**config.mk**
```make
export PLATFORM = sky130hd
export DESIGN_NAME = onewire_bus_master_flat
export DESIGN_NICKNAME = d
export VERILOG_FILES = /design/src/design/ow_pkg.sv /design/src/design/ow_chan_if.sv /design/src/design/onewire_bus_master.sv /design/src/design/ow_cfg.sv /design/src/design/ow_front.sv /design/src/design/ow_back.sv /design/src/flat_wrapper.sv
export SDC_FILE = /design/constraint.sdc
export NUM_CORES = 1
export LEC_CHECK = 0
export ABC_AREA = 1
export BUFFER_PORTS_ARGS = -buffer_cell sky130_fd_sc_hd__buf_4
export CORE_ASPECT_RATIO = 0.75
export CORE_MARGIN = 2
export CORE_UTILIZATION = 60
export DETAILED_ROUTE_END_ITERATION = 6
export GPL_TIMING_DRIVEN = 1
export HOLD_SLACK_MARGIN = 0.05
export PLACE_DENSITY = 0.79
export SLEW_MARGIN = 20
export SYNTH_ARGS = -nofsm -noshare
export SYNTH_HDL_FRONTEND = slang
export SYNTH_SLANG_ARGS = --single-unit
```
**constraint.sdc**
```tcl
create_clock -name clk -period 6.96 [get_ports clk]
set_input_delay 0.696 -clock clk [delete_from_list [all_inputs] [get_ports clk]]
set_output_delay 0.696 -clock clk [all_outputs]
set_load 0.01 [all_outputs]
```
**src/design/ow_pkg.sv**
```systemverilog
// Shared types, codes and reset constants for the one-wire bus master.
// Used by every design module and the checker.
package ow_pkg;

	localparam int unsigned QUEUE_DEPTH = 2;
	localparam int unsigned TIMER_W = 10;
	localparam int unsigned CFG_DATA_W = 10;
	localparam int unsigned CFG_IDX_W = 3;

	localparam logic [6:0] IDLE_WAIT_RST = 7'd100;
	localparam logic [9:0] RESET_LOW_RST = 10'd480;
	localparam logic [7:0] PRES_SAMPLE_RST = 8'd80;
	localparam logic [7:0] RELEASE_WAIT_RST = 8'd240;
	localparam logic [6:0] ZERO_LOW_RST = 7'd65;
	localparam logic [6:0] ONE_RELEASE_RST = 7'd65;
	localparam logic [5:0] READ_SAMPLE_RST = 6'd14;
	localparam logic [6:0] READ_TAIL_RST = 7'd50;

	localparam logic [1:0] CMD_NONE = 2'd0;
	localparam logic [1:0] CMD_RESET = 2'd1;
	localparam logic [1:0] CMD_WRITE = 2'd2;
	localparam logic [1:0] CMD_READ = 2'd3;

	localparam logic [1:0] ST_OK = 2'd0;
	localparam logic [1:0] ST_NOT_IDLE = 2'd1;
	localparam logic [1:0] ST_NOT_PRESENT = 2'd2;
	localparam logic [1:0] ST_NOT_GONE = 2'd3;

	typedef enum logic [2:0] {
		REG_IDLE_WAIT = 3'd0,
		REG_RESET_LOW = 3'd1,
		REG_PRES_SAMPLE = 3'd2,
		REG_RELEASE_WAIT = 3'd3,
		REG_ZERO_LOW = 3'd4,
		REG_ONE_RELEASE = 3'd5,
		REG_READ_SAMPLE = 3'd6,
		REG_READ_TAIL = 3'd7
	} reg_idx_t;

	typedef enum logic [1:0] {
		OP_NONE = 2'd0,
		OP_RESET = 2'd1,
		OP_WRITE = 2'd2,
		OP_READ = 2'd3
	} op_t;

	typedef enum logic [3:0] {
		PH_IDLE = 4'd0,
		PH_RST_IDLE = 4'd1,
		PH_RST_LOW = 4'd2,
		PH_RST_PRES = 4'd3,
		PH_RST_GONE = 4'd4,
		PH_WR_LOW = 4'd5,
		PH_WR_REC = 4'd6,
		PH_RD_LOW = 4'd7,
		PH_RD_WAIT = 4'd8,
		PH_RD_TAIL = 4'd9
	} phase_t;

	typedef struct packed {
		logic tick;
		logic line_high;
		logic [1:0] command;
		logic [7:0] write_data;
	} in_item_t;

	typedef struct packed {
		logic drive_low;
		logic busy_res;
		logic done_res;
		logic [1:0] status;
		logic [7:0] read_data;
	} out_item_t;

	typedef struct packed {
		logic [CFG_IDX_W-1:0] index;
		logic [CFG_DATA_W-1:0] value;
	} cfg_item_t;

	typedef struct packed {
		logic tick;
		logic line_high;
		op_t op;
		logic [7:0] write_data;
	} q_item_t;

	typedef struct packed {
		logic [6:0] idle_wait_limit;
		logic [9:0] reset_low_time;
		logic [7:0] presence_sample_time;
		logic [7:0] release_wait_limit;
		logic [6:0] zero_low_time;
		logic [6:0] one_release_time;
		logic [5:0] read_sample_time;
		logic [6:0] read_tail_time;
	} cfg_regs_t;

endpackage

```
**src/design/ow_chan_if.sv**
```systemverilog
// Valid/ready channel interface carrying one payload item per handshake.
// The payload type is a parameter; the types come from ow_pkg.
interface ow_chan_if #(
	parameter type T = logic
);
	logic valid;
	logic ready;
	T data;

	modport source (output valid, output data, input ready);
	modport sink (input valid, input data, output ready);
	modport monitor (input valid, input ready, input data);
endinterface

```
**src/design/onewire_bus_master.sv**
```systemverilog
// One-wire bus master: one result item per input item, passed through the
// queue and then the output register. Throughput is one item per cycle
// while out_ch is ready, set by the single-step sequencer and the queue
// between front and back, which absorbs a stall of the output side.
// Reset clears the queue, the sequencer to idle and the timing registers to
// their defaults; the block takes items from the first cycle after reset.
module onewire_bus_master #(
	parameter int unsigned QueueDepth = ow_pkg::QUEUE_DEPTH
) (
	input logic clk,
	input logic arst_n,
	ow_chan_if.sink in_ch,
	ow_chan_if.source out_ch,
	ow_chan_if.sink cfg_ch
);
	ow_pkg::cfg_regs_t regs;
	ow_pkg::q_item_t q_item;
	logic q_valid;
	logic pop;

	ow_cfg u_cfg (
		.clk(clk),
		.arst_n(arst_n),
		.cfg_ch(cfg_ch),
		.regs(regs)
	);

	ow_front #(
		.QueueDepth(QueueDepth)
	) u_front (
		.clk(clk),
		.arst_n(arst_n),
		.in_ch(in_ch),
		.pop(pop),
		.q_valid(q_valid),
		.q_item(q_item)
	);

	ow_back u_back (
		.clk(clk),
		.arst_n(arst_n),
		.regs(regs),
		.q_valid(q_valid),
		.q_item(q_item),
		.pop(pop),
		.out_ch(out_ch)
	);
endmodule

```
**src/design/ow_cfg.sv**
```systemverilog
// Timing register file of the one-wire bus master, written over the
// configuration channel. Depends on ow_pkg and ow_chan_if.
module ow_cfg (
	input logic clk,
	input logic arst_n,
	ow_chan_if.sink cfg_ch,
	output ow_pkg::cfg_regs_t regs
);
	ow_pkg::cfg_regs_t regs_q;
	logic wr_en;

	assign cfg_ch.ready = 1'b1;
	assign wr_en = cfg_ch.valid;
	assign regs = regs_q;

	always_ff @(posedge clk or negedge arst_n) begin
		if (!arst_n) begin
			regs_q.idle_wait_limit <= ow_pkg::IDLE_WAIT_RST;
			regs_q.reset_low_time <= ow_pkg::RESET_LOW_RST;
			regs_q.presence_sample_time <= ow_pkg::PRES_SAMPLE_RST;
			regs_q.release_wait_limit <= ow_pkg::RELEASE_WAIT_RST;
			regs_q.zero_low_time <= ow_pkg::ZERO_LOW_RST;
			regs_q.one_release_time <= ow_pkg::ONE_RELEASE_RST;
			regs_q.read_sample_time <= ow_pkg::READ_SAMPLE_RST;
			regs_q.read_tail_time <= ow_pkg::READ_TAIL_RST;
		end else if (wr_en) begin
			case (ow_pkg::reg_idx_t'(cfg_ch.data.index))
				ow_pkg::REG_IDLE_WAIT: regs_q.idle_wait_limit <= cfg_ch.data.value[6:0];
				ow_pkg::REG_RESET_LOW: regs_q.reset_low_time <= cfg_ch.data.value[9:0];
				ow_pkg::REG_PRES_SAMPLE: regs_q.presence_sample_time <= cfg_ch.data.value[7:0];
				ow_pkg::REG_RELEASE_WAIT: regs_q.release_wait_limit <= cfg_ch.data.value[7:0];
				ow_pkg::REG_ZERO_LOW: regs_q.zero_low_time <= cfg_ch.data.value[6:0];
				ow_pkg::REG_ONE_RELEASE: regs_q.one_release_time <= cfg_ch.data.value[6:0];
				ow_pkg::REG_READ_SAMPLE: regs_q.read_sample_time <= cfg_ch.data.value[5:0];
				ow_pkg::REG_READ_TAIL: regs_q.read_tail_time <= cfg_ch.data.value[6:0];
				default: begin
				end
			endcase
		end
	end
endmodule

```
**src/design/ow_front.sv**
```systemverilog
// Front end: accepts input items, decodes the command code and holds the
// items in a short queue for the sequencer. Depends on ow_pkg and ow_chan_if.
module ow_front #(
	parameter int unsigned QueueDepth = ow_pkg::QUEUE_DEPTH
) (
	input logic clk,
	input logic arst_n,
	ow_chan_if.sink in_ch,
	input logic pop,
	output logic q_valid,
	output ow_pkg::q_item_t q_item
);
	localparam int unsigned PtrW = (QueueDepth > 1) ? $clog2(QueueDepth) : 1;
	localparam int unsigned CntW = $clog2(QueueDepth + 1);

	ow_pkg::q_item_t entry_q [QueueDepth];
	ow_pkg::q_item_t push_item;
	logic [PtrW-1:0] wr_ptr_q;
	logic [PtrW-1:0] rd_ptr_q;
	logic [CntW-1:0] count_q;
	logic push;
	logic do_pop;

	assign in_ch.ready = (count_q != CntW'(QueueDepth));
	assign push = in_ch.valid && in_ch.ready;
	assign q_valid = (count_q != '0);
	assign do_pop = pop && q_valid;
	assign q_item = entry_q[rd_ptr_q];

	always_comb begin
		push_item.tick = in_ch.data.tick;
		push_item.line_high = in_ch.data.line_high;
		push_item.write_data = in_ch.data.write_data;
		case (in_ch.data.command)
			ow_pkg::CMD_RESET: push_item.op = ow_pkg::OP_RESET;
			ow_pkg::CMD_WRITE: push_item.op = ow_pkg::OP_WRITE;
			ow_pkg::CMD_READ: push_item.op = ow_pkg::OP_READ;
			default: push_item.op = ow_pkg::OP_NONE;
		endcase
	end

	always_ff @(posedge clk) begin
		if (push) begin
			entry_q[wr_ptr_q] <= push_item;
		end
	end

	always_ff @(posedge clk or negedge arst_n) begin
		if (!arst_n) begin
			wr_ptr_q <= '0;
			rd_ptr_q <= '0;
			count_q <= '0;
		end else begin
			if (push) begin
				wr_ptr_q <= (wr_ptr_q == PtrW'(QueueDepth - 1)) ? '0 : wr_ptr_q + 1'b1;
			end
			if (do_pop) begin
				rd_ptr_q <= (rd_ptr_q == PtrW'(QueueDepth - 1)) ? '0 : rd_ptr_q + 1'b1;
			end
			case ({push, do_pop})
				2'b10: count_q <= count_q + 1'b1;
				2'b01: count_q <= count_q - 1'b1;
				default: count_q <= count_q;
			endcase
		end
	end
endmodule

```
**src/design/ow_back.sv**
```systemverilog
// Back end: the bus sequencer that runs reset, write and read slots, and the
// output register that holds one result item. Depends on ow_pkg and ow_chan_if.
module ow_back (
	input logic clk,
	input logic arst_n,
	input ow_pkg::cfg_regs_t regs,
	input logic q_valid,
	input ow_pkg::q_item_t q_item,
	output logic pop,
	ow_chan_if.source out_ch
);
	ow_pkg::phase_t phase_q;
	ow_pkg::phase_t phase_d;
	logic [ow_pkg::TIMER_W-1:0] timer_q;
	logic [ow_pkg::TIMER_W-1:0] timer_d;
	logic [ow_pkg::TIMER_W-1:0] timer_inc;
	logic [ow_pkg::TIMER_W-1:0] limit;
	logic [7:0] shift_q;
	logic [7:0] shift_d;
	logic [2:0] count_q;
	logic [2:0] count_d;
	logic [1:0] status_q;
	logic [1:0] status_d;
	logic [7:0] rbyte_q;
	logic [7:0] rbyte_d;
	logic done;
	logic hit;
	logic cur_bit;
	logic fire;
	logic out_valid_q;
	ow_pkg::out_item_t out_q;
	ow_pkg::out_item_t out_d;

	assign fire = q_valid && (!out_valid_q || out_ch.ready);
	assign pop = fire;
	assign out_ch.valid = out_valid_q;
	assign out_ch.data = out_q;
	assign cur_bit = shift_q[0];
	assign timer_inc = timer_q + 1'b1;
	assign hit = (timer_inc >= limit);

	always_comb begin
		case (phase_q)
			ow_pkg::PH_RST_IDLE: limit = ow_pkg::TIMER_W'(regs.idle_wait_limit);
			ow_pkg::PH_RST_LOW: limit = regs.reset_low_time;
			ow_pkg::PH_RST_PRES: limit = ow_pkg::TIMER_W'(regs.presence_sample_time);
			ow_pkg::PH_RST_GONE: limit = ow_pkg::TIMER_W'(regs.release_wait_limit);
			ow_pkg::PH_WR_LOW: limit = cur_bit ? ow_pkg::TIMER_W'(1) :
				ow_pkg::TIMER_W'(regs.zero_low_time);
			ow_pkg::PH_WR_REC: limit = cur_bit ? ow_pkg::TIMER_W'(regs.one_release_time) :
				ow_pkg::TIMER_W'(1);
			ow_pkg::PH_RD_WAIT: limit = ow_pkg::TIMER_W'(regs.read_sample_time);
			ow_pkg::PH_RD_TAIL: limit = ow_pkg::TIMER_W'(regs.read_tail_time);
			default: limit = ow_pkg::TIMER_W'(1);
		endcase
	end

	// Next state of the sequencer for the item at the head of the queue.
	always_comb begin
		phase_d = phase_q;
		timer_d = timer_q;
		shift_d = shift_q;
		count_d = count_q;
		status_d = status_q;
		rbyte_d = rbyte_q;
		done = 1'b0;
		if (phase_q == ow_pkg::PH_IDLE) begin
			count_d = 3'd0;
			case (q_item.op)
				ow_pkg::OP_RESET: begin
					phase_d = ow_pkg::PH_RST_IDLE;
					timer_d = '0;
				end
				ow_pkg::OP_WRITE: begin
					shift_d = q_item.write_data;
					phase_d = ow_pkg::PH_WR_LOW;
					timer_d = '0;
				end
				ow_pkg::OP_READ: begin
					shift_d = 8'd0;
					phase_d = ow_pkg::PH_RD_LOW;
					timer_d = '0;
				end
				default: count_d = count_q;
			endcase
		end else if (q_item.tick) begin
			timer_d = hit ? '0 : timer_inc;
			case (phase_q)
				ow_pkg::PH_RST_IDLE: begin
					if (q_item.line_high) begin
						phase_d = ow_pkg::PH_RST_LOW;
						timer_d = '0;
					end else if (hit) begin
						status_d = ow_pkg::ST_NOT_IDLE;
						done = 1'b1;
					end
				end
				ow_pkg::PH_RST_LOW: begin
					if (hit) begin
						phase_d = ow_pkg::PH_RST_PRES;
					end
				end
				ow_pkg::PH_RST_PRES: begin
					if (hit) begin
						if (q_item.line_high) begin
							status_d = ow_pkg::ST_NOT_PRESENT;
							done = 1'b1;
						end else begin
							phase_d = ow_pkg::PH_RST_GONE;
						end
					end
				end
				ow_pkg::PH_RST_GONE: begin
					if (q_item.line_high) begin
						timer_d = timer_q;
						status_d = ow_pkg::ST_OK;
						done = 1'b1;
					end else if (hit) begin
						status_d = ow_pkg::ST_NOT_GONE;
						done = 1'b1;
					end
				end
				ow_pkg::PH_WR_LOW: begin
					if (hit) begin
						phase_d = ow_pkg::PH_WR_REC;
					end
				end
				ow_pkg::PH_WR_REC: begin
					if (hit) begin
						shift_d = {1'b0, shift_q[7:1]};
						if (count_q == 3'd7) begin
							status_d = ow_pkg::ST_OK;
							done = 1'b1;
						end else begin
							count_d = count_q + 1'b1;
							phase_d = ow_pkg::PH_WR_LOW;
						end
					end
				end
				ow_pkg::PH_RD_LOW: begin
					if (hit) begin
						phase_d = ow_pkg::PH_RD_WAIT;
					end
				end
				ow_pkg::PH_RD_WAIT: begin
					if (hit) begin
						shift_d = {q_item.line_high, shift_q[7:1]};
						phase_d = ow_pkg::PH_RD_TAIL;
					end
				end
				ow_pkg::PH_RD_TAIL: begin
					if (hit) begin
						if (count_q == 3'd7) begin
							rbyte_d = shift_q;
							status_d = ow_pkg::ST_OK;
							done = 1'b1;
						end else begin
							count_d = count_q + 1'b1;
							phase_d = ow_pkg::PH_RD_LOW;
						end
					end
				end
				default: begin
					phase_d = ow_pkg::PH_IDLE;
					timer_d = timer_q;
				end
			endcase
			if (done) begin
				count_d = 3'd0;
				phase_d = ow_pkg::PH_IDLE;
				timer_d = '0;
			end
		end
	end

	// Result item as seen after the item has been applied.
	always_comb begin
		out_d.drive_low = (phase_d inside {ow_pkg::PH_RST_LOW, ow_pkg::PH_WR_LOW,
			ow_pkg::PH_RD_LOW});
		out_d.busy_res = (phase_d != ow_pkg::PH_IDLE);
		out_d.done_res = done;
		out_d.status = status_d;
		out_d.read_data = rbyte_d;
	end

	always_ff @(posedge clk or negedge arst_n) begin
		if (!arst_n) begin
			phase_q <= ow_pkg::PH_IDLE;
			timer_q <= '0;
			shift_q <= '0;
			count_q <= '0;
			status_q <= ow_pkg::ST_OK;
			rbyte_q <= '0;
			out_valid_q <= 1'b0;
		end else begin
			if (fire) begin
				phase_q <= phase_d;
				timer_q <= timer_d;
				shift_q <= shift_d;
				count_q <= count_d;
				status_q <= status_d;
				rbyte_q <= rbyte_d;
				out_valid_q <= 1'b1;
			end else if (out_ch.ready) begin
				out_valid_q <= 1'b0;
			end
		end
	end

	always_ff @(posedge clk) begin
		if (fire) begin
			out_q <= out_d;
		end
	end
endmodule

```
**src/flat_wrapper.sv**
```systemverilog
// flat-port wrapper written by rule: the top's interface ports become plain ports
module onewire_bus_master_flat 
#(
	parameter int unsigned QueueDepth = ow_pkg::QUEUE_DEPTH
)
  (clk, arst_n, in_ch_valid, in_ch_data, in_ch_ready, out_ch_valid, out_ch_data, out_ch_ready, cfg_ch_valid, cfg_ch_data, cfg_ch_ready);
  ow_chan_if #(.T(ow_pkg::in_item_t)) in_ch_i ();
  ow_chan_if #(.T(ow_pkg::out_item_t)) out_ch_i ();
  ow_chan_if #(.T(ow_pkg::cfg_item_t)) cfg_ch_i ();
  input logic clk;
  input logic arst_n;
  input wire logic [$bits(in_ch_i.valid)-1:0] in_ch_valid;
  input wire logic [$bits(in_ch_i.data)-1:0] in_ch_data;
  output wire logic [$bits(in_ch_i.ready)-1:0] in_ch_ready;
  output wire logic [$bits(out_ch_i.valid)-1:0] out_ch_valid;
  output wire logic [$bits(out_ch_i.data)-1:0] out_ch_data;
  input wire logic [$bits(out_ch_i.ready)-1:0] out_ch_ready;
  input wire logic [$bits(cfg_ch_i.valid)-1:0] cfg_ch_valid;
  input wire logic [$bits(cfg_ch_i.data)-1:0] cfg_ch_data;
  output wire logic [$bits(cfg_ch_i.ready)-1:0] cfg_ch_ready;
  assign in_ch_i.valid = in_ch_valid;
  assign in_ch_i.data = in_ch_data;
  assign in_ch_ready = in_ch_i.ready;
  assign out_ch_valid = out_ch_i.valid;
  assign out_ch_data = out_ch_i.data;
  assign out_ch_i.ready = out_ch_ready;
  assign cfg_ch_i.valid = cfg_ch_valid;
  assign cfg_ch_i.data = cfg_ch_data;
  assign cfg_ch_ready = cfg_ch_i.ready;
  onewire_bus_master #(.QueueDepth(QueueDepth)) u_core (.clk(clk), .arst_n(arst_n), .in_ch(in_ch_i), .out_ch(out_ch_i), .cfg_ch(cfg_ch_i));
endmodule
```
======== Word level (Yosys, flattened, before mapping) ========
Memory sizes are Yosys's and may differ from the RTL's.
Index checks and enable logic that the tools add are counted.
storage, ports and cells
  bits in registers ....................... 113
  memory bits (writable) .................. 24
  input port bits ......................... 30
  output and inout bits ................... 16
  word-level logic and storage cells ...... 173
  memories kept ........................... 1
operators by class
  add/sub/neg operators ................... 6
  magnitude comparators ................... 1
  equal/unequal tests ..................... 35
  muxes and demuxes ....................... 74
  bitwise logic cells ..................... 1
  reductions and logical operators ........ 32
memories
  memory                  words  width  read ports  clocked after Yosys merged registers in  write ports  line            RTL
  u_core.u_front.entry_q  2      12     1           0                                        1            ow_front.sv:16  ow_pkg::q_item_t entry_q [QueueDepth];
operators with widths
  operator                                        number
  case mux 10 bit (8 select lines)                1
  2-to-1 mux 8 bit                                9
  2-to-1 mux 10 bit                               7
  2-to-1 mux 4 bit                                14
  case mux 4 bit (9 select lines)                 1
  case mux 8 bit (2 select lines)                 2
  case mux 10 bit (3 select lines)                1
  == test 4 x 3 -> 1 bit (second input constant)  6
  2-to-1 mux 3 bit                                7
  2-to-1 mux 2 bit                                10
  AND reduction 2 bit                             8
  == test 3 bit (second input constant)           5
  2-to-1 mux 1 bit                                15
  2-to-1 mux 7 bit                                2
  == test 4 x 2 -> 1 bit (second input constant)  3
  case mux 4 bit (3 select lines)                 1
  AND reduction 6 bit                             2
  nonzero test 3 bit                              4
  adder 10 x 1 -> 10 bit (second input constant)  1
  == test 2 bit (second input constant)           5
  greater-or-equal comparator 10 bit              1
  == test 4 bit (second input constant)           2
  case mux 2 bit (4 select lines)                 1
  nonzero test 2 bit                              4
  other kinds (28)                                37

======== Longest topological paths before layout ========
  word-level depth ........................ 13
  depth in mapped cells ................... 27

======== Hierarchy ========
Synthesis repeated with hierarchy kept, for this count alone.
second synthesis, totals
  cell total of the unflattened synthesis .. 843
  area total of the unflattened synthesis .. 7053.0 sq um
modules (own cells, without submodules)
  module    instances  cells each  area an instance (sq um)  seq. area each (sq um)
  ow_back   1          468         3480.8                    1291.2
  ow_cfg    1          281         2444.8                    1530.2
  ow_front  1          94          1127.3                    820.8

======== Least setup slack after synthesis ========
Ideal clock, no wire load.
  path type ............................... flip-flop to flip-flop
  start point ............................. register u_core.u_back.phase_q[1]
  end point ............................... register u_core.u_back.out_q (netlist bit u_core.u_back.out_ch.data[12]) (data pin)
  data arrival time ....................... 2.829 ns
  setup slack ............................. 3.881 ns
  stages on the path, launching flop included .. 26
  path buffers ............................ 3
  clock period less this slack ............ 3.079 ns
  cells stage by stage .................... dfrtp_1 -> buf_2 -> inv_1 -> nor2_1 -> nand2_1 -> inv_1 -> clkbuf_1 -> nand2_1 -> nand3_1 -> a2111oi_0 -> ha_1 -> nand2_1 -> nand2_1 -> nand2_1 -> nand2_1 -> nand2_1 -> nand3_4 -> buf_6 -> nand3_1 -> nand3_1 -> nor2_1 -> nor2_1 -> nor2_2 -> nand2_1 -> nand2_1 -> nor2_1
RTL lines
  element                   line            RTL
  start: declaration        ow_back.sv:12   ow_pkg::phase_t phase_q;
  start signal: assignment  ow_back.sv:188  phase_q <= ow_pkg::PH_IDLE;
  start signal: assignment  ow_back.sv:197  phase_q <= phase_d;
  end signal: assignment    ow_back.sv:212  out_q <= out_d;
  end: declaration          ow_back.sv:31   ow_pkg::out_item_t out_q;

==> impl_results.md <==
- Drc violations: 0
- Slew Viols, Final: 0
- Ys async rst share: 0.730
- Gate count of the mapped netlist: 758
- Most frequent cell on the critical path: nand2_1
- Area contributors post-synth: dfrtp_1 (28%), edfxtp_1 (16%), nand2_1 (11%), dfstp_2 (8.9%), o21ai_0 (6.1%)
- Avg Inst Size Synth: 8.94 um^2
- CTS Buf Count: 17
- Yosys reg bits: 137
- Vias in the first global route: 5248
- CP max FO: 18
- Synth area leader: dfrtp_1
- Pin count of the biggest net entering global routing: 53
- CP max-delay cell: a2111oi_0
- Die Height: 96.0 um
- Placer Congestion: 0.924
- Worst path max stage delay: 0.67 ns
- Rows: 33
- Top cells by count, synth: nand2_1 (207), inv_1 (84), o21ai_0 (82), dfrtp_1 (77), nor2_1 (54)
- Worst path cell trace: inv_1, nor2_1, nand2_1, inv_1, nand2_1, nand3_1, a2111oi_0, ha_1, nand2_1, nand2_1, nand2_1, nand2_1, nand2_1, nand3_4, nand2_1, nand3_2, nor3_2, nand2_1, o21ai_0, inv_1, nand2_1, nor2_1
- Antenna-violating nets left: 0
- Share of the synthesized area in the top cell type: 0.284
- Storage cell area: 3640 um^2
- Initial DRC Count: 605
- Worst r2r path cells: 22
- Share of cells above drive strength 1: 0.195
- DRT Pass-1 Iters: 5
- Endpoint class of the critical path: register
- Final Hold Fails: 0
- CTS max path bufs: 2
- Post-Syn Nets: 802
- Vias/cell: 5.72
- CORE AREA: 11000 um^2
- Fill cell count: 834
- # Max-Cap Violations: 0
- Initial cell density of the core: 0.617
- Final Net Count: 847
- Multi-input gate area: 2680 um^2
- Final global-route overflow total: 0
- CTS tree: yes
- Ant diodes: 0
- First-pass GRT wire length: 26800 um
- Max-slew headroom: 0.307
- CTS root buffer: clkbuf_16
- Dpl hpwl: 11800 um
- Hold Crit Class: in -> async
- Register clock-pin slew on the reported worst setup and hold paths: 0.06 ns
- Cell with the most instances after synthesis: nand2_1
- VDD IR-drop max: 0.351 mV
- Post-CTS Resized: 0
- Fmax: 255 MHz
- Later-pin clock latency in the skew report: 0.42 ns
- Post-synth cell types: 51
- Buf+Inv Stages, Crit Path: 3
- Main synth FF type: dfrtp_1
- Setup-failing EPs final: 0
- # hold bufs at CTS: 0
- CP Class: reg -> reg
- Setup Buffers After CTS: 0
- CP top delay family: simple AND/OR/NAND/NOR gates
- Drt total wl: 16500 um
- Routed len/inst: 17.2 um
- TNS Setup: 0 ns
- Post-synth EDFFs: 37
- Synth warn: 0
- Register area share after synthesis: 0.537
- Post-route minimum period: 3.93 ns
- Die W: 127 um
- DR vias: 5469
- Total GRT Usage: 0.289
- Number of port buffers: 44
- Die Footprint: 12200 um^2
- Worst-margin pin slew: 1.04 ns
- Clk sinks: 137
- Area Overhead vs Synth: 14.9%
- H-tree depth: 4
- Run status: complete, no violations
- RSZ-0062 raised after global routing: false
- Post-Syn Area: 6780 um^2
- Leak: 3.69 nW
- Final core utilization: 0.709
- Final Cycle Share: 0.565
- Initial antenna violation count: 0
- Clk_skew: 0.0117 ns
- Pwr Density: 440 nW/um^2
- Startpoint types: register
- Worst path required time: 7.14 ns
- Worst path depth: 22
- CP arrival: 4.11 ns
- Ports: 46
-- per-layer routing --
metal	up-vias	wire (um)	global-route usage	part of all wire
met1	2607	7440	0.421	0.45
met5	-	0	0	0
li1	2580	-	-	-
met2	261	7220	0.423	0.44
met3	21	1610	0.0873	0.098
met4	0	215	0.0824	0.013
-- per-stage QoR --
step / instance area (um^2) / hold WS (ns) / power (W) / worst slack (ns) / instances
after floorplan: 6780 / 0.400 / 0.00217 / 3.88 / 758
after global placement: 7210 / 0.462 / 0.00249 / 3.34 / 924
after detailed placement: 7210 / 0.470 / 0.00253 / 3.13 / 924
after CTS: 7780 / 0.304 / 0.00342 / 3.14 / 956
after global routing: 7790 / 0.331 / 0.00364 / 2.62 / 956
final: 7790 / 0.294 / 0.00343 / 3.03 / 956
-- cell families after synthesis --
group / after synthesis / synth area share
AOI/OAI and AO/OA: 153 / 0.139
xor gates and xnor gates: 8 / 0.0103
adders and majority gates: 14 / 0.0258
buffers and inverters: 116 / 0.0687
DFF: 137 / 0.537
muxes: 5 / 0.00775
other: 1 / 0.000553
and+or+nand+nor: 324 / 0.210
-- layout by cell type (no fill, tap or decap), types with 6 or more instances in the layout --
| cell | instances |
|---|---|
| nand2_1 | 207 |
| inv_1 | 84 |
| o21ai_0 | 82 |
| dfrtp_1 | 77 |
| nor2_1 | 53 |
| buf_4 | 47 |
| edfxtp_1 | 37 |
| nand3_1 | 25 |
| dfstp_2 | 23 |
| clkbuf_16 | 19 |
| a21oi_1 | 14 |
| ha_1 | 14 |
| inv_2 | 11 |
| nand2_2 | 10 |
| o22ai_1 | 10 |
| o21ai_2 | 9 |
| nor2_2 | 8 |
| o32ai_1 | 7 |
| xor2_1 | 7 |
| a221oi_1 | 6 |
| inv_6 | 6 |
-- state kept, by name, indices dropped and copies added, names as in the netlist --
register and cells:
u_core.u_back.count_q 3, u_core.u_back.out_ch.data 13, u_core.u_back.out_ch.valid 1, u_core.u_back.phase_q 4, u_core.u_back.rbyte_q 8, u_core.u_back.shift_q 8, u_core.u_back.status_q 2, u_core.u_back.timer_q 10
u_core.u_cfg.regs 60, u_core.u_front.count_q 2, u_core.u_front.entry_q 24, u_core.u_front.rd_ptr_q 1, u_core.u_front.wr_ptr_q 1
-- area by class of cell --
| type | instances | area share |
|---|---|---|
| sequential | 137 | 0.468 |
| tap | 140 | 0.0225 |
| timing repair buffer | 47 | 0.0453 |
| clock inverter | 12 | 0.0125 |
| clock buffer | 20 | 0.0615 |
| multi-input combinational | 505 | 0.345 |
| inverter | 95 | 0.0458 |
-- where the power goes --
| part | internal [W] | leakage (nW) | switching, W | total (W) |
|---|---|---|---|---|
| combinational | 0.000433 | 1.82 | 0.000935 | 0.00137 |
| sequential | 0.00107 | 1.59 | 0.000121 | 0.00119 |
| clock | 0.000508 | 0.289 | 0.000368 | 0.000875 |
-- final timing paths --
path / start / end / slack (ns)
max: u_core.u_back.phase_q[1] / u_core.u_back.out_ch.data[12] / 3.03
min: arst_n / u_core.u_cfg.regs[54] / 0.29
max reg2reg: u_core.u_back.phase_q[1] / u_core.u_back.out_ch.data[12] / 3.03
min reg2reg: u_core.u_back.rbyte_q[4] / u_core.u_back.rbyte_q[4] / 0.48
max in group asynchronous: arst_n / u_core.u_back.rbyte_q[4] / 5.55
min in group clk: in_ch_data[7] / u_core.u_front.entry_q[0][7] / 0.46
Note: power is estimated with default switching activity, not from simulation.
